### src/hdl/dda_pkg.sv
// Package for the DDA line rasterizer: constants, controller types and command/status structs.
`default_nettype none

package dda_pkg;

    // Frame and coordinate geometry
    localparam int FRAME_SIZE = 64;
    localparam int COORD_W    = 6;
    localparam int COLOR_W    = 32;
    localparam int FRAC_BITS  = 16;

    // Accumulator holds integer and fraction part of the minor coordinate
    localparam int ACC_W      = COORD_W + FRAC_BITS;
    // Slope magnitude never exceeds one, so the quotient has one integer bit
    localparam int QUOT_W     = FRAC_BITS + 1;
    localparam int DIV_STEPS  = QUOT_W;
    localparam int DIV_CNT_W  = $clog2(DIV_STEPS);

    localparam logic [COORD_W-1:0] MAX_COORD = COORD_W'(FRAME_SIZE - 1);
    localparam logic [DIV_CNT_W-1:0] DIV_LAST_STEP = DIV_CNT_W'(DIV_STEPS - 1);

    typedef logic [COORD_W-1:0] t_coord;
    typedef logic [COLOR_W-1:0] t_color;

    typedef enum logic [1:0] {
        ST_IDLE,
        ST_DIVIDE,
        ST_EMIT
    } t_state;

    // Controller to datapath
    typedef struct packed {
        logic load;       // capture a new segment and do the setup
        logic div_step;   // run one quotient bit of the slope division
        logic div_first;  // first division step, no remainder shift
        logic emit;       // send the current pixel and advance along the line
    } t_dp_cmd;

    // Datapath to controller
    typedef struct packed {
        logic zero_len;   // segment has no extent along the major axis
        logic at_last;    // current pixel is the final one
        logic out_free;   // output register can take a pixel this cycle
    } t_dp_status;

endpackage

`default_nettype wire

### src/hdl/dda_datapath.sv
// Datapath of the DDA line rasterizer: segment setup, slope divider, accumulator, output register.
`default_nettype none

module dda_datapath (
    input  wire logic                 i_clk,
    input  wire logic                 i_rst_n,
    input  wire dda_pkg::t_dp_cmd     i_cmd,
    output dda_pkg::t_dp_status       o_status,
    input  wire dda_pkg::t_coord      i_start_x,
    input  wire dda_pkg::t_coord      i_start_y,
    input  wire dda_pkg::t_coord      i_end_x,
    input  wire dda_pkg::t_coord      i_end_y,
    input  wire dda_pkg::t_color      i_pixel_color,
    output logic                      o_valid,
    input  wire logic                 i_stall,
    output dda_pkg::t_coord           o_pixel_x,
    output dda_pkg::t_coord           o_pixel_y,
    output dda_pkg::t_color           o_out_color,
    output logic                      o_last_pixel
);
    import dda_pkg::*;

    // Segment registers
    t_coord              r_major;
    t_coord              r_major_end;
    t_coord              r_mag;
    t_coord              r_dmaj;
    logic                r_neg;
    logic                r_steep;
    t_color              r_color;
    logic [ACC_W-1:0]    r_acc;
    logic [COORD_W-1:0]  r_rem;
    logic [QUOT_W-1:0]   r_quot;

    // Output register
    logic                r_out_valid;
    t_coord              r_px;
    t_coord              r_py;
    t_color              r_out_color;
    logic                r_last;

    // Setup signals
    t_coord              ax_c, ay_c, bx_c, by_c;
    t_coord              adx, ady;
    logic                steep;
    t_coord              maj0, min0, maj1, min1;
    t_coord              maj_lo, min_lo, maj_hi, min_hi;

    // Division and stepping signals
    logic [COORD_W:0]    div_trial;
    logic                div_ge;
    logic [COORD_W:0]    div_diff;
    logic [ACC_W-1:0]    slope;
    t_coord              minor;

    // Saturate coordinates to the frame
    always_comb begin
        ax_c = (i_start_x > MAX_COORD) ? MAX_COORD : i_start_x;
        ay_c = (i_start_y > MAX_COORD) ? MAX_COORD : i_start_y;
        bx_c = (i_end_x   > MAX_COORD) ? MAX_COORD : i_end_x;
        by_c = (i_end_y   > MAX_COORD) ? MAX_COORD : i_end_y;
    end

    // Pick the major axis and order the endpoints along it
    always_comb begin
        adx   = (ax_c > bx_c) ? (ax_c - bx_c) : (bx_c - ax_c);
        ady   = (ay_c > by_c) ? (ay_c - by_c) : (by_c - ay_c);
        steep = (adx < ady);
        maj0  = steep ? ay_c : ax_c;
        min0  = steep ? ax_c : ay_c;
        maj1  = steep ? by_c : bx_c;
        min1  = steep ? bx_c : by_c;
        if (maj0 > maj1) begin
            maj_lo = maj1;
            min_lo = min1;
            maj_hi = maj0;
            min_hi = min0;
        end else begin
            maj_lo = maj0;
            min_lo = min0;
            maj_hi = maj1;
            min_hi = min1;
        end
    end

    // One restoring division step; the remainder stays below the divisor
    always_comb begin
        div_trial = i_cmd.div_first ? {1'b0, r_mag} : {r_rem, 1'b0};
        div_ge    = (div_trial >= {1'b0, r_dmaj});
        div_diff  = div_trial - {1'b0, r_dmaj};
    end

    // Signed slope in accumulator width, and the current minor coordinate
    always_comb begin
        slope = r_neg ? (ACC_W'(0) - ACC_W'(r_quot)) : ACC_W'(r_quot);
        minor = r_acc[ACC_W-1:FRAC_BITS];
    end

    // Segment state
    always_ff @(posedge i_clk) begin
        if (i_cmd.load) begin
            r_steep     <= steep;
            r_major     <= maj_lo;
            r_major_end <= maj_hi;
            r_dmaj      <= maj_hi - maj_lo;
            r_neg       <= (min_hi < min_lo);
            r_mag       <= (min_hi < min_lo) ? (min_lo - min_hi) : (min_hi - min_lo);
            r_acc       <= {min_lo, FRAC_BITS'(0)};
            r_color     <= i_pixel_color;
            r_quot      <= '0;
            r_rem       <= '0;
        end else if (i_cmd.div_step) begin
            r_rem  <= div_ge ? div_diff[COORD_W-1:0] : div_trial[COORD_W-1:0];
            r_quot <= {r_quot[QUOT_W-2:0], div_ge};
        end else if (i_cmd.emit) begin
            r_major <= r_major + COORD_W'(1);
            r_acc   <= r_acc + slope;
        end
    end

    // Output valid flag
    always_ff @(posedge i_clk) begin
        if (!i_rst_n) begin
            r_out_valid <= 1'b0;
        end else if (i_cmd.emit) begin
            r_out_valid <= 1'b1;
        end else if (!i_stall) begin
            r_out_valid <= 1'b0;
        end
    end

    // Output payload; swap axes back for steep segments
    always_ff @(posedge i_clk) begin
        if (i_cmd.emit) begin
            r_px        <= r_steep ? minor : r_major;
            r_py        <= r_steep ? r_major : minor;
            r_out_color <= r_color;
            r_last      <= (r_major == r_major_end);
        end
    end

    always_comb begin
        o_status.zero_len = (r_dmaj == '0);
        o_status.at_last  = (r_major == r_major_end);
        o_status.out_free = !r_out_valid || !i_stall;
    end

    assign o_valid      = r_out_valid;
    assign o_pixel_x    = r_px;
    assign o_pixel_y    = r_py;
    assign o_out_color  = r_out_color;
    assign o_last_pixel = r_last;

endmodule

`default_nettype wire

### src/hdl/dda_ctrl.sv
// Controller of the DDA line rasterizer: sequences setup, slope division and pixel emission.
`default_nettype none

module dda_ctrl (
    input  wire logic                 i_clk,
    input  wire logic                 i_rst_n,
    input  wire logic                 i_valid,
    output logic                      o_stall,
    input  wire dda_pkg::t_dp_status  i_status,
    output dda_pkg::t_dp_cmd          o_cmd
);
    import dda_pkg::*;

    t_state                r_state, n_state;
    logic [DIV_CNT_W-1:0]  r_div_cnt, n_div_cnt;

    // State and step counter registers
    always_ff @(posedge i_clk) begin
        if (!i_rst_n) begin
            r_state   <= ST_IDLE;
            r_div_cnt <= '0;
        end else begin
            r_state   <= n_state;
            r_div_cnt <= n_div_cnt;
        end
    end

    // Next state and commands
    always_comb begin
        n_state         = r_state;
        n_div_cnt       = r_div_cnt;
        o_cmd.load      = 1'b0;
        o_cmd.div_step  = 1'b0;
        o_cmd.div_first = 1'b0;
        o_cmd.emit      = 1'b0;
        o_stall         = 1'b1;
        unique case (r_state)
            ST_IDLE: begin
                o_stall = 1'b0;
                if (i_valid) begin
                    o_cmd.load = 1'b1;
                    n_div_cnt  = '0;
                    n_state    = ST_DIVIDE;
                end
            end
            ST_DIVIDE: begin
                // zero-length segment keeps a slope of zero
                if (i_status.zero_len) begin
                    n_state = ST_EMIT;
                end else begin
                    o_cmd.div_step  = 1'b1;
                    o_cmd.div_first = (r_div_cnt == '0);
                    n_div_cnt       = r_div_cnt + DIV_CNT_W'(1);
                    if (r_div_cnt == DIV_LAST_STEP) begin
                        n_state = ST_EMIT;
                    end
                end
            end
            ST_EMIT: begin
                if (i_status.out_free) begin
                    o_cmd.emit = 1'b1;
                    if (i_status.at_last) begin
                        n_state = ST_IDLE;
                    end
                end
            end
            default: begin
                n_state = ST_IDLE;
            end
        endcase
    end

endmodule

`default_nettype wire

### src/hdl/dda_line_rasterizer_unit.sv
// Top level of the DDA line rasterizer: controller and datapath.
//
// Input channel (i_valid / o_stall) takes one line segment per item: two
// endpoints and a color word. Coordinates beyond the frame are saturated to
// the last row or column. Output channel (o_valid / i_stall) gives one pixel
// per step along the major axis, with o_last_pixel high on the final one.
// Per segment: the accepting cycle loads and sets up the segment, then a
// restoring division forms the slope (one quotient bit per cycle), then
// pixels follow at one pixel per cycle while i_stall is low. A zero-length
// segment skips the division and gives its single pixel straight away.
// One segment is in work at a time; o_stall is high from acceptance until
// the last pixel has moved into the output register, so the next segment is
// taken while that pixel still waits to be read.
// When the receiver holds i_stall high, the output register holds its pixel
// and emission pauses. Synchronous reset clears the controller and output
// valid flag; no pixel is pending afterwards.
`default_nettype none

module dda_line_rasterizer_unit (
    input  wire logic              i_clk,
    input  wire logic              i_rst_n,
    input  wire logic              i_valid,
    output logic                   o_stall,
    input  wire dda_pkg::t_coord   i_start_x,
    input  wire dda_pkg::t_coord   i_start_y,
    input  wire dda_pkg::t_coord   i_end_x,
    input  wire dda_pkg::t_coord   i_end_y,
    input  wire dda_pkg::t_color   i_pixel_color,
    output logic                   o_valid,
    input  wire logic              i_stall,
    output dda_pkg::t_coord        o_pixel_x,
    output dda_pkg::t_coord        o_pixel_y,
    output dda_pkg::t_color        o_out_color,
    output logic                   o_last_pixel
);
    import dda_pkg::*;

    t_dp_cmd     cmd;
    t_dp_status  status;

    dda_ctrl u_ctrl (
        .i_clk    (i_clk),
        .i_rst_n  (i_rst_n),
        .i_valid  (i_valid),
        .o_stall  (o_stall),
        .i_status (status),
        .o_cmd    (cmd)
    );

    dda_datapath u_datapath (
        .i_clk         (i_clk),
        .i_rst_n       (i_rst_n),
        .i_cmd         (cmd),
        .o_status      (status),
        .i_start_x     (i_start_x),
        .i_start_y     (i_start_y),
        .i_end_x       (i_end_x),
        .i_end_y       (i_end_y),
        .i_pixel_color (i_pixel_color),
        .o_valid       (o_valid),
        .i_stall       (i_stall),
        .o_pixel_x     (o_pixel_x),
        .o_pixel_y     (o_pixel_y),
        .o_out_color   (o_out_color),
        .o_last_pixel  (o_last_pixel)
    );

endmodule

`default_nettype wire
### config.mk
export PLATFORM = sky130hd
export DESIGN_NAME = dda_line_rasterizer_unit
export DESIGN_NICKNAME = d
export VERILOG_FILES = /design/src/hdl/dda_pkg.sv /design/src/hdl/dda_datapath.sv /design/src/hdl/dda_ctrl.sv /design/src/hdl/dda_line_rasterizer_unit.sv
export SDC_FILE = /design/constraint.sdc
export NUM_CORES = 1
export LEC_CHECK = 0
export BUFFER_PORTS_ARGS = -buffer_cell sky130_fd_sc_hd__buf_2
export CAP_MARGIN = 20
export CORE_MARGIN = 4
export CORE_UTILIZATION = 53
export CTS_BUF_LIST = sky130_fd_sc_hd__clkbuf_4
export DETAILED_ROUTE_END_ITERATION = 7
export PLACE_DENSITY_LB_ADDON = 0.12
export REMOVE_ABC_BUFFERS = 1
export SLEW_MARGIN = 20
export SYNTH_ARGS = -nofsm -noshare
export SYNTH_HDL_FRONTEND = slang
export SYNTH_SLANG_ARGS = --single-unit
export TNS_END_PERCENT = 20
### constraint.sdc
create_clock -name i_clk -period 28.1 [get_ports i_clk]
set_clock_uncertainty 0.15 [all_clocks]
set_input_delay 5.62 -clock i_clk [delete_from_list [all_inputs] [get_ports i_clk]]
set_output_delay 5.62 -clock i_clk [all_outputs]
set_load 0.02 [all_outputs]
* Yosys cells after proc, flatten, opt, wreduce, memory -nomap -nowiden
Index checks and enable logic that the tools add are counted.
** Storage, ports and cells
- Bits in latches :: 0
- Memories kept :: 0
- Bits in writable memories :: 0
- Bits in read-only memories :: 0
- Register bits :: 156
- Input bits :: 60
- Output and inout bits :: 47
** Cells by class
- Div/mod/pow operators :: 0
- Equality and inequality tests :: 11
- Order comparisons :: 10
- Reductions and logical operators :: 12
- Shifts and indexed selects :: 0
- Multipliers :: 0
- Add/subtract/negate cells :: 12
- Bitwise operators :: 1
- Mux-type cells :: 44
** Operators with widths (number)
- 6-bit two-way mux :: 21
- 22-bit two-way mux :: 4
- 6-bit subtractor :: 8
- 6-bit > comparator, second input constant :: 4
- 22-bit adder :: 1
- 6-bit > comparator :: 3
- 1-bit by 17-bit subtractor with 18-bit output, first input constant :: 1
- 2-bit two-way mux :: 7
- 6-bit less-than comparator :: 2
- 5-bit two-way mux :: 2
- 5-bit case mux with 2 select lines :: 1
- 2-bit inequality test, second input constant :: 4
- 7-bit by 6-bit >= comparator with 1-bit output :: 1
- 1-bit two-way mux :: 7
- 7-bit two-way mux :: 1
- 6-bit by 1-bit adder with 6-bit output, second input constant :: 1
- 6-bit == test :: 1
- 6-bit zero test :: 1
- 2-bit case mux with 3 select lines :: 1
- 5-bit by 1-bit adder with 5-bit output, second input constant :: 1
- 5-bit == test, second input constant :: 1
- 5-bit zero test :: 1
- 2-bit by 1-bit inequality test with 1-bit output, second input constant :: 2
- 2-bit AND reduction :: 2
- other kinds (10) :: 12

* Depth between registers and ports, before layout
Gate-level depths: netlist of run 1.
- Depth after elaboration :: 10
- Mapped depth :: 48

* Modules after synthesis
Synthesis of run 1 repeated with hierarchy kept, for this count alone.
** Second synthesis, totals
- Cells, all modules :: 961
- Area total of the unflattened synthesis :: 9895.7 um2
** Modules (own cells, without submodules)
- dda_datapath :: cells each 904, times used 1, area an instance 9411.5 um2, seq. area each 4073.9 um2
- dda_ctrl :: cells each 57, times used 1, area an instance 484.2 um2, seq. area each 140.1 um2

* Worst setup path after synthesis of run 1
OpenSTA, ideal clock, no wires.
- Path kind :: input port to flip-flop
- Start :: in i_end_y[1]
- End :: reg u_datapath.r_mag[5], data pin
- Setup time :: 0.259 ns
- Stages on the path :: 46
- Path slack :: 13.749 ns
- Arrival :: 13.942 ns
- Path through :: clkbuf_1 ha_1 ha_1 o21ai_0 a21boi_0 o31ai_1 a21boi_0 o22ai_1 mux2_2 xor2_1 ha_1 a21o_1 a211o_1 o21ba_4 nor2_2 buf_6 clkinv_1 buf_1 [10 not listed] buf_4 buf_2 nor2_1 a21oi_1 mux2_2 ha_1 inv_1 fa_1 a21o_1 a21o_1 a21o_1 a21oi_1 buf_1 mux2i_1 nand2_1 a2bb2oi_1 o21ai_0 xnor2_1
** On the way
- Word-level cells in the longest chain between the ends :: 10
- Elaborated cells between the ends (all ways) :: 18
** Ends and longest elaborated chain
- start: declaration :: RTL line dda_line_rasterizer_unit.sv:27 : input wire dda_pkg::t_coord i_end_y,
- 6-bit > comparator :: RTL line dda_datapath.sv:61 : by_c = (i_end_y > MAX_COORD) ? MAX_COORD : i_end_y;
- 6-bit two-way mux * :: RTL line dda_datapath.sv:61
- 6-bit subtractor or 6-bit > comparator (tied branches) :: RTL line dda_datapath.sv:67 : ady = (ay_c > by_c) ? (ay_c - by_c) : (by_c - ay_c);
- 6-bit two-way mux * :: RTL line dda_datapath.sv:67
- 6-bit less-than comparator * :: RTL line dda_datapath.sv:68 : steep = (adx < ady);
- via u_datapath.steep :: RTL line dda_datapath.sv:45 : logic steep;
- 6-bit two-way mux (on tied branches) :: RTL line dda_datapath.sv:69, dda_datapath.sv:71
- 6-bit > comparator :: RTL line dda_datapath.sv:73 : if (maj0 > maj1) begin
- 6-bit two-way mux :: RTL line dda_datapath.sv:73
- 6-bit subtractor or 6-bit less-than comparator (tied branches) :: RTL line dda_datapath.sv:107 : r_mag <= (min_hi < min_lo) ? (min_lo - min_hi) : (min_hi - min_lo);
- 6-bit two-way mux * :: RTL line dda_datapath.sv:107
- end signal: assignment :: RTL line dda_datapath.sv:107
- end: declaration :: RTL line dda_datapath.sv:26 : t_coord r_mag;
The timed path passes the listed nets; every way through them passes the cells marked *.
A chain may end at the register's enable or synchronous reset.

* Worst setup path after layout of run 1
- Start :: in i_start_y[1]
- End :: reg u_datapath.r_mag[5], data pin
** On the way
- Word-level cells in the longest chain between the ends :: 10
- Elaborated cells between the ends (all ways) :: 18
** Ends and longest elaborated chain
- start: declaration :: RTL line dda_line_rasterizer_unit.sv:25 : input wire dda_pkg::t_coord i_start_y,
- 6-bit > comparator :: RTL line dda_datapath.sv:59 : ay_c = (i_start_y > MAX_COORD) ? MAX_COORD : i_start_y;
- 6-bit two-way mux * :: RTL line dda_datapath.sv:59
- 6-bit subtractor or 6-bit > comparator (tied branches) :: RTL line dda_datapath.sv:67
- 6-bit two-way mux :: RTL line dda_datapath.sv:67
- 6-bit less-than comparator :: RTL line dda_datapath.sv:68
- 6-bit two-way mux (on tied branches) :: RTL line dda_datapath.sv:69, dda_datapath.sv:71
- 6-bit > comparator :: RTL line dda_datapath.sv:73
- 6-bit two-way mux :: RTL line dda_datapath.sv:73
- 6-bit subtractor or 6-bit less-than comparator (tied branches) :: RTL line dda_datapath.sv:107
- 6-bit two-way mux * :: RTL line dda_datapath.sv:107
Mark *: on every way between the ends. The rest lies on a longest branch, timed or not.

==> results of run 1 <==
sequential cells by signal (all words and copies together), names as in the netlist, 17 cells and up:
signal                  count
u_datapath.r_quot          17
u_datapath.r_acc           22
u_datapath.o_out_color     32
u_datapath.r_color         32
area by class of cell:
class / instances / area [sq um] / area share, %
Inverter: 60 / 225 / 2.11
Clock inverter: 15 / 178 / 1.66
Timing Repair Buffer: 114 / 591 / 5.53
Multi-Input combinational cell: 679 / 5050 / 47.3
Sequential cell: 156 / 4210 / 39.5
Tap cell: 229 / 287 / 2.68
Antenna cell: 1 / 2.50 / 0.0234
Clock buffer: 17 / 128 / 1.20
per-stage QoR:
step                      util (%)  cell area, sq um  worst slack, ns  std cells  power (uW)
after global placement        57.7             10400            12.34       1238        1090
after CTS                     59.4             10700            12.66       1270        1230
final                         59.4             10700            12.53       1271        1230
after detailed placement      57.7             10400            12.05       1238        1090
after global routing          59.4             10700            11.85       1271        1330
after floorplan                  -              9480            12.13        895         917
layout by cell type (no fill, tap or decap), types with 21 or more instances in the layout:
master	netlist	routed
inv_1	59	58
a21oi_1	55	54
a21o_1	21	21
buf_2	4	106
edfxtp_1	109	109
xnor2_1	46	46
nand2_1	84	84
nand3_1	33	33
dfxtp_1	47	47
mux2i_1	42	42
o21ai_0	45	45
nor2_1	44	44
ha_1	67	67
mux2_2	32	32
final timing paths:
kind,to,slack (ns),depth (start not counted)
setup / recovery,u_datapath.r_mag[5],12.53,40
hold / removal,u_datapath.o_out_color[5],0.27,0
setup reg to reg,u_datapath.r_rem[1],23.34,16
hold reg to reg,u_datapath.o_out_color[5],0.27,0
power breakdown:
part / internal (uW) / switching, uW
clock: 56.3 / 86.7
sequential: 310 / 22.8
combinational: 329 / 424
total: 695 / 533
critical path: cells and delay by family:
kind | cells | cell delay (ns)
AND/OR/NAND/NOR | 4 | 0.44
multiplexers | 5 | 1.76
AO/OA/AOI/OAI | 18 | 4.42
adder cells (fa/ha/maj) | 5 | 1.75
XOR/XNOR | 2 | 0.30
buffers and inverters | 6 | 1.45
routing by layer:
| metal | global-route usage [%] | part of all wire, % | up-vias |
|---|---|---|---|
| met5 | 0 | 0 | - |
| met4 | 6.00 | 1.7 | 0 |
| met3 | 4.76 | 5.7 | 27 |
| met2 | 32.4 | 46 | 193 |
| met1 | 28.7 | 47 | 3351 |
| li1 | - | - | 3611 |
cell families after synthesis:
family / after synthesis / synth area share, %
xor+xnor: 66 / 5.98
flops: 156 / 43.6
simple gates: 238 / 11.8
fa+ha+maj: 76 / 10.2
buf+inv: 106 / 4.36
compound gates: 223 / 15.7
mux: 76 / 8.37
==> metrics.txt, run 1 <==
post-synth top area cell edfxtp_1; Critical Path Start Type input pin; Initial Util 53.9%; syn avg cell area 10.3 sq um; Worst EP required 28.29 ns; RePlAce Congestion 0.934; clock root buffer clkbuf_4; RSZ-0062 raised after global routing false; worst-path maximum fanout 31; number of gates resized after CTS 0; clock sink count 156; Yosys top cell area share 33.8%; Post-synth top flop edfxtp_1; Initial DRT Pass Iterations 4; Hold-fix buffers, CTS 0; Mapped Area 9670 sq um; die width 143 microns; first-pass GRT wire length 33400 microns; largest net degree at the start of global routing 69; Clock transition at path regs 0.14 ns; Vias/cell 5.65; die area 20500 sq um; total number of vias 7182; Period minus WS final 15.57 ns; vias in the first global route 6521; Final HPWL DP 15900 microns; Hold Crit Class reg -> reg; clk_lat worst skew 0.57 ns; WL/cell 16.6 microns; worst slew pin tran 0.971 ns; CTS Buf Count 17; R2R Path Start u_datapath.r_dmaj[1]; MaxCap Viol Count 0; total track usage 20.6%; crit end category flop; HP Start u_datapath.r_color[5]; status finished, final reports clean; final slew viol count 0; I/O Pins 107; most frequent cell after synthesis edfxtp_1; # rows 49; Synth Register Bits 156; synth unique cells 74; drt drc 0; setup_tns 0 ns; Worst EP arrival 15.76 ns; number of port buffers 106; CTS tree done; asr flop ratio synth 0%; top post-synthesis cells by area edfxtp_1 34%, dfxtp_1 9.7%, ha_1 8.7%; Synth warnings 0; H-tree levels 4; register area share after synthesis 43.6%; GR Overflow Total 0; die height 143 microns; Detailed Route WL 21100 microns; fill count 1569; setup violators final 0; CTS Buffer Depth 2; Area Overhead vs Synth 10.4%; top cells by count, synth 109 x edfxtp_1, 84 x nand2_1, 67 x ha_1; CP Launch Point i_start_y[1]; post-route ant nets 0; final hold violations 0; Core Footprint 18000 sq um; period utilisation layout 55.4%; slowest stage cell on the critical path a21oi_1; VDD IR max 86.1 uV; critical setup path kind in -> reg; setup bufs post-CTS 0; Slew Limit Headroom 35.3%; fmax 64.2 MHz; Power Density 115 nW/um^2; tightest hold margin 0.268 ns; share of cells above drive strength 1 19.2%; cells after synthesis 941; Max stage delay on crit path 0.77 ns; nets 1161; number of antenna violations at the first check in global routing 1; leakage power 0.00466 uW; DR iter-0 viols 382; Post-synth EDFFs 109
No activity file was read; power rests on OpenSTA's default activity.
==> inputs of run 2 (changes only) <==
==> constraint.sdc (replaced) <==
create_clock -name i_clk -period 12.9 [get_ports i_clk]
set_clock_uncertainty 0.15 [all_clocks]
set_input_delay 2.58 -clock i_clk [delete_from_list [all_inputs] [get_ports i_clk]]
set_output_delay 2.58 -clock i_clk [all_outputs]
set_load 0.02 [all_outputs]
==> run 2 against run 1 <==
Final cell count barely moved. Sequential share of layout area up 0.060 points. Flip-flop and latch count unchanged. Non-clock buffer count grew 1. Clock power up 100%. Utilization fell by 0.091 points. Register-to-register slack got worse by 15 ns. Wire length down 0.87%. Combinational power is 120% higher. Die area did not move. Via count is 0.63% lower. Hold slack improved by 0.0090 ns.
==> metrics.txt, run 2 (synthesis results as in run 1) <==
CTS Buffer Depth 2 (unchanged); most frequent cells in the layout 109 x edfxtp_1, 106 x buf_2, 84 x nand2_1, 67 x ha_1, 58 x inv_1; MaxCap Viol Count 0 (unchanged); Period minus WS final 11.61 ns; Initial Util 53.9% (unchanged); # rows 49 (unchanged); total track usage 20.5% (-0.15 points); Final WS setup 1.29 ns (-11.25 ns); clk_lat worst skew 0.55 ns (-0.02 ns); clock root buffer clkbuf_4; status finished, final reports clean; I/O Pins 107 (unchanged); largest net degree at the start of global routing 69 (unchanged); CTS Buf Count 17 (unchanged); final slew viol count 0 (unchanged); Detailed Route WL 20900 microns (-0.87%); clock sink count 156 (unchanged); Clock transition at path regs 0.14 ns (about the same); post-route ant nets 0 (unchanged); vias in the first global route 6763 (+3.7%); Hold EP u_datapath.o_out_color[20]; Slew Limit Headroom 25.4% (-9.9 points); Final HPWL DP 15700 microns (-0.95%); Vias/cell 5.61 (-0.70%); share of cells above drive strength 1 19.2% (about the same); die height 143 microns (unchanged); critical setup path kind in -> reg; FF-to-FF setup slack 8.14 ns (-15.20 ns); period utilisation layout 90.0%; Hold Crit Class reg -> reg; GR Overflow Total 0 (unchanged); number of antenna violations at the first check in global routing 1 (unchanged); Max stage delay on crit path 0.73 ns (-0.04 ns); nets 1162 (+0.086%); Worst EP arrival 11.76 ns (-4.00 ns); RePlAce Congestion 0.955 (+2.2%); leakage power 0.00464 uW (-0.27%); Initial DRT Pass Iterations 5 (+1); number of gates resized after CTS 0 (unchanged); FF-to-FF path depth 16 (unchanged); drt drc 0 (unchanged); VDD IR max 163 uV (+89%); fmax 86.1 MHz; R2R Path Start u_datapath.r_dmaj[1]; final hold violations 0 (unchanged); DR iter-0 viols 373 (-2.4%); final core occ 59.4% (-0.091 points); number of port buffers 106 (unchanged); most common cell after layout, fill and taps aside edfxtp_1; Power Density 249 nW/um^2 (+120%); Hold-fix buffers, CTS 0 (unchanged); total number of vias 7137 (-0.63%); setup violators final 0 (unchanged); die width 143 microns (unchanged); WL/cell 16.4 microns (-0.95%); Setup WS pre-CTS 0.890 ns (-11.16 ns); setup bufs post-CTS 0 (unchanged); CTS tree done; Core Footprint 18000 sq um (unchanged); worst-path maximum fanout 18 (-42%); crit path buf inv count 6 (unchanged); crit end category flop; slowest stage cell on the critical path a21boi_2; die area 20500 sq um (unchanged); Critical Path Start Type input pin; r2r endpoint u_datapath.r_rem[0]; first-pass GRT wire length 33500 microns (+0.27%); RSZ-0062 raised after global routing false; Area Overhead vs Synth 10.2%; Hold Crit Depth 0 (unchanged); worst slew pin tran 1.10 ns (+0.134 ns); Worst path top cell family by delay compound AO/OA/AOI/OAI gates; H-tree levels 4 (unchanged); HP Start u_datapath.r_color[20]; Worst EP required 13.05 ns (-15.24 ns)
-- run 2: cell types whose count changed in the layout (fill, tap and decap cells not counted), sizes merged --
| cell | previous run | this run |
|---|---|---|
| inv | 67 | 66 |
| clkinvlp | 0 | 1 |
| buf | 114 | 115 |
| clkinv | 6 | 7 |
| bufinv | 2 | 1 |
-- run 2: report_power, final --
group | leakage [uW] | internal [uW] | switching (uW) | total, uW
clock network | 0.000151 | 103 | 189 | 291
logic | 0.00309 | 730 | 910 | 1640
registers | 0.00140 | 674 | 48.1 | 722
total | 0.00464 | 1510 | 1150 | 2650
-- run 2: worst max path at each step --
stage	start	to	slack, ns	cells past startpoint
4_1_cts	i_start_y[1]	u_datapath.r_mag[5]	1.50	40
5_1_grt	i_start_y[1]	u_datapath.r_mag[5]	0.65	41
3_3_place_gp	i_start_y[1]	u_datapath.r_mag[5]	1.12	41
3_5_place_dp	i_start_y[1]	u_datapath.r_mag[5]	0.89	40
2_1_floorplan	i_start_y[1]	u_datapath.r_mag[5]	-0.03	38
6_report	i_start_y[1]	u_datapath.r_mag[5]	1.29	40
-- run 2: metal layers --
layer / GRT usage (%) / routed length [microns] / up-vias
li1: - / - / 3595
met1: 27.3 / 9690 / 3324
met2: 34.1 / 9720 / 194
met3: 3.99 / 1250 / 24
met4: 5.80 / 257 / 0
met5: 0 / 0 / -
-- run 2: final cells by class --
type | count | area, sq um
sequential | 156 | 4210
antenna | 1 | 2.50
multi-input combinational | 679 | 5050
timing repair buffer | 115 | 598
clock inverter | 15 | 154
fill | 1588 | 7300
inverter | 60 | 225
clock buffer | 17 | 128
tap | 229 | 287
-- run 2: through the flow --
| stage | setup TNS (ns) | instances | hold WS [ns] | instance area (sq um) | total power (uW) |
|---|---|---|---|---|---|
| after floorplan | -0.0316 | 895 | 0.250 | 9480 | 2000 |
| final | 0 | 1272 | 0.277 | 10700 | 2650 |
| after detailed placement | 0 | 1239 | 0.255 | 10400 | 2380 |
| after CTS | 0 | 1271 | 0.271 | 10700 | 2680 |
| after global routing | 0 | 1272 | 0.268 | 10700 | 2880 |
| after global placement | 0 | 1239 | 0.251 | 10400 | 2370 |
==> inputs of run 3 (changes only) <==
--- a/config.mk
+++ b/config.mk
@@ -16,5 +16,6 @@
 export SLEW_MARGIN = 20
 export SYNTH_ARGS = -nofsm -noshare
 export SYNTH_HDL_FRONTEND = slang
+export SYNTH_HIERARCHICAL = 1
 export SYNTH_SLANG_ARGS = --single-unit
 export TNS_END_PERCENT = 20
==> run 3 against run 2 <==
Combinational power is 3% lower. Highest routed layer unchanged. Synthesized area is 2.3% higher. Critical endpoint is now u_datapath/r_mag[5]. Flip-flop and latch count stayed put. Sequential power hardly changed. Global-route usage is 0.64 points higher. Critical path type unchanged. Critical path depth stayed put.
==> metrics.txt, run 3 <==
status finished, final reports clean; clock sink count 156 (unchanged); CP most frequent cell ha_1; post-synth top area cell edfxtp_1; Comb pwr share 60.6% (-1.2 points); worst-path maximum fanout 31 (+13); Critical Path Start Type input pin; number of antenna violations at the first check in global routing 1 (unchanged); Yosys top cell area share 33.1% (-0.76 points); syn avg cell area 10.3 sq um (+0.16%); number of gates resized after CTS 0 (unchanged); Max stage delay on crit path 0.71 ns (-0.02 ns); drt drc 0 (unchanged); register area share after synthesis 42.6% (-0.97 points); tightest hold margin 0.277 ns (+0.000187 ns); leakage power 0.00463 uW (-0.35%); top post-synthesis cells by area edfxtp_1 33%, dfxtp_1 9.5%, ha_1 8.5%; compound-cell area share of the yosys netlist 15.3% (-0.35 points); DR iter-0 viols 477 (+28%); Hold-fix buffers, CTS 0 (unchanged); Setup WS pre-CTS 0.850 ns (-0.0400 ns); nets 1176 (+1.2%); Vias/cell 5.58 (-0.58%); Initial Util 54.5% (+0.67 points); CTS Buf Count 17 (unchanged); Power Density 241 nW/um^2 (-3.1%); Synth warnings 6 (+6); Final HPWL DP 16300 microns (+3.8%); Mapped Area 9900 sq um (+2.3%); final hold violations 0 (unchanged); Slew Limit Headroom 39.7% (+14 points); Tot Pwr 2620 uW (-1.4%); cells after synthesis 961 (+2.1%); Worst EP required 13.08 ns (+0.03 ns); slowest stage cell on the critical path a21boi_4; top cells by count, synth 109 x edfxtp_1, 85 x nor2_1, 67 x ha_1, 67 x nand2_1, 63 x inv_1; Core Footprint 18100 sq um (+1.0%); setup violators final 0 (unchanged); vias in the first global route 6852 (+1.3%); Adder-Cell Fraction of Synth Area 9.99% (-0.23 points); post-route ant nets 0 (unchanged); asr flop ratio synth 0% (unchanged); RePlAce Congestion 0.894 (-6.4%); # rows 49 (unchanged); setup bufs post-CTS 0 (unchanged); I/O Pins 107 (unchanged); final slew viol count 0 (unchanged); Detailed Route WL 21600 microns (+3.2%); NetSw 1170 uW (+1.6%); Simple-Gate Fraction of Synth Area 12.4% (+0.58 points); die height 145 microns (+1.1%); Area Overhead vs Synth 9.69%; clk_lat worst skew 0.56 ns (about the same); Period minus WS final 11.56 ns (-0.0472 ns); share of cells above drive strength 1 19.4% (+0.22 points); Final WS setup 1.34 ns (+0.0472 ns); xor and xnor area share after synthesis 6.26% (+0.28 points); die width 145 microns (+1.1%); largest net degree at the start of global routing 52 (-25%); first-pass GRT wire length 34800 microns (+3.8%); setup_tns 0 ns (unchanged); Initial DRT Pass Iterations 5 (unchanged); clock root buffer clkbuf_4; Synth Register Bits 156 (unchanged); Pint 1450 uW (-3.6%); Sw Ratio 44.5% (+1.3 points); fmax 86.5 MHz (+0.41%); synth unique cells 91 (+23%); RSZ-0062 raised after global routing false; most frequent cells in the layout 109 x edfxtp_1, 106 x buf_2, 84 x nor2_1, 67 x nand2_1, 67 x ha_1; most frequent cell after synthesis edfxtp_1; Post-synth EDFFs 109 (unchanged); crit end category flop; Clock transition at path regs 0.16 ns (+0.02 ns); register share of total power 27.7% (+0.5 points); total number of vias 7174 (+0.52%); largest family of logic cells by synthesized area compound AO/OA/AOI/OAI gates; number of port buffers 106 (unchanged); mux contribution to synthesized area 8.52% (+0.15 points); GR Overflow Total 0 (unchanged); worst slew pin tran 0.904 ns (-0.201 ns); total track usage 21.1% (+0.64 points); critical setup path kind in -> reg; WL/cell 16.8 microns (+2.1%); CTS Buffer Depth 2 (unchanged); clock share of power 11.7% (+0.7 points); MaxCap Viol Count 0 (unchanged); period utilisation layout 89.6% (-0.37 points); H-tree levels 4 (unchanged); VDD IR max 228 uV (+40%); most common cell after layout, fill and taps aside edfxtp_1; Post-synth top flop edfxtp_1; Hold Crit Class reg -> reg; die area 20900 sq um (+2.2%); CTS tree done; Worst EP arrival 11.75 ns (about the same)
-- run 3: cell families after synthesis --
group | count (synthesis)
and+or+nand+nor | 252
AOI/OAI and AO/OA | 213
DFF | 156
buffers and inverters | 115
muxes | 80
adders and majority gates | 76
xor gates and xnor gates | 69
-- run 3: worst max-delay path, delay by kind of cell --
kind / cells / cell delay (ns)
xor+xnor: 2 / 0.23
buf+inv: 6 / 0.99
fa+ha+maj: 7 / 2.20
mux: 2 / 0.67
compound gates: 18 / 3.94
simple gates: 5 / 1.09
-- run 3: final timing paths --
path	depth (start not counted)	slack, ns	end	startpoint
worst max-delay path	40	1.34	u_datapath/r_mag[5]	i_start_y[1]
worst min-delay path	0	0.28	u_datapath/o_out_color[11]	u_datapath/r_color[11]
worst max register to register	16	8.30	u_datapath/r_rem[1]	u_datapath/r_dmaj[1]
worst min register to register	0	0.28	u_datapath/o_out_color[11]	u_datapath/r_color[11]
-- run 3: layout make-up --
| class | count | area (sq um) |
|---|---|---|
| sequential | 156 | 4210 |
| multi-input combinational | 690 | 5210 |
| clock buffer | 17 | 128 |
| fill | 1588 | 7290 |
| timing repair buffer | 113 | 583 |
| inverter | 65 | 245 |
| clock inverter | 15 | 188 |
| antenna | 1 | 2.50 |
| tap | 229 | 287 |
-- run 3: power groups by stage --
stage	Sequential [uW]	Combinational [uW]	Clock, uW
after floorplan	723	1230	0
after global placement	735	1580	0
after detailed placement	737	1580	0
after CTS	726	1590	318
after global routing	735	1760	340
final	725	1590	307
-- run 3: layer usage --
metal	vias to the layer above	share of wire, %	GRT usage [%]
li1	3637	-	-
met1	3343	45	28.3
met2	178	49	35.5
met3	16	4.6	3.80
met4	0	1.3	5.55
met5	-	0	0
-- run 3: per-stage QoR --
stage	instance area (sq um)	utilization (%)	cells
floorplan	9660	-	911
global placement	10500	58.1	1253
detailed placement	10500	58.1	1253
CTS	10900	59.8	1285
global route	10900	59.8	1286
finish	10900	59.8	1286
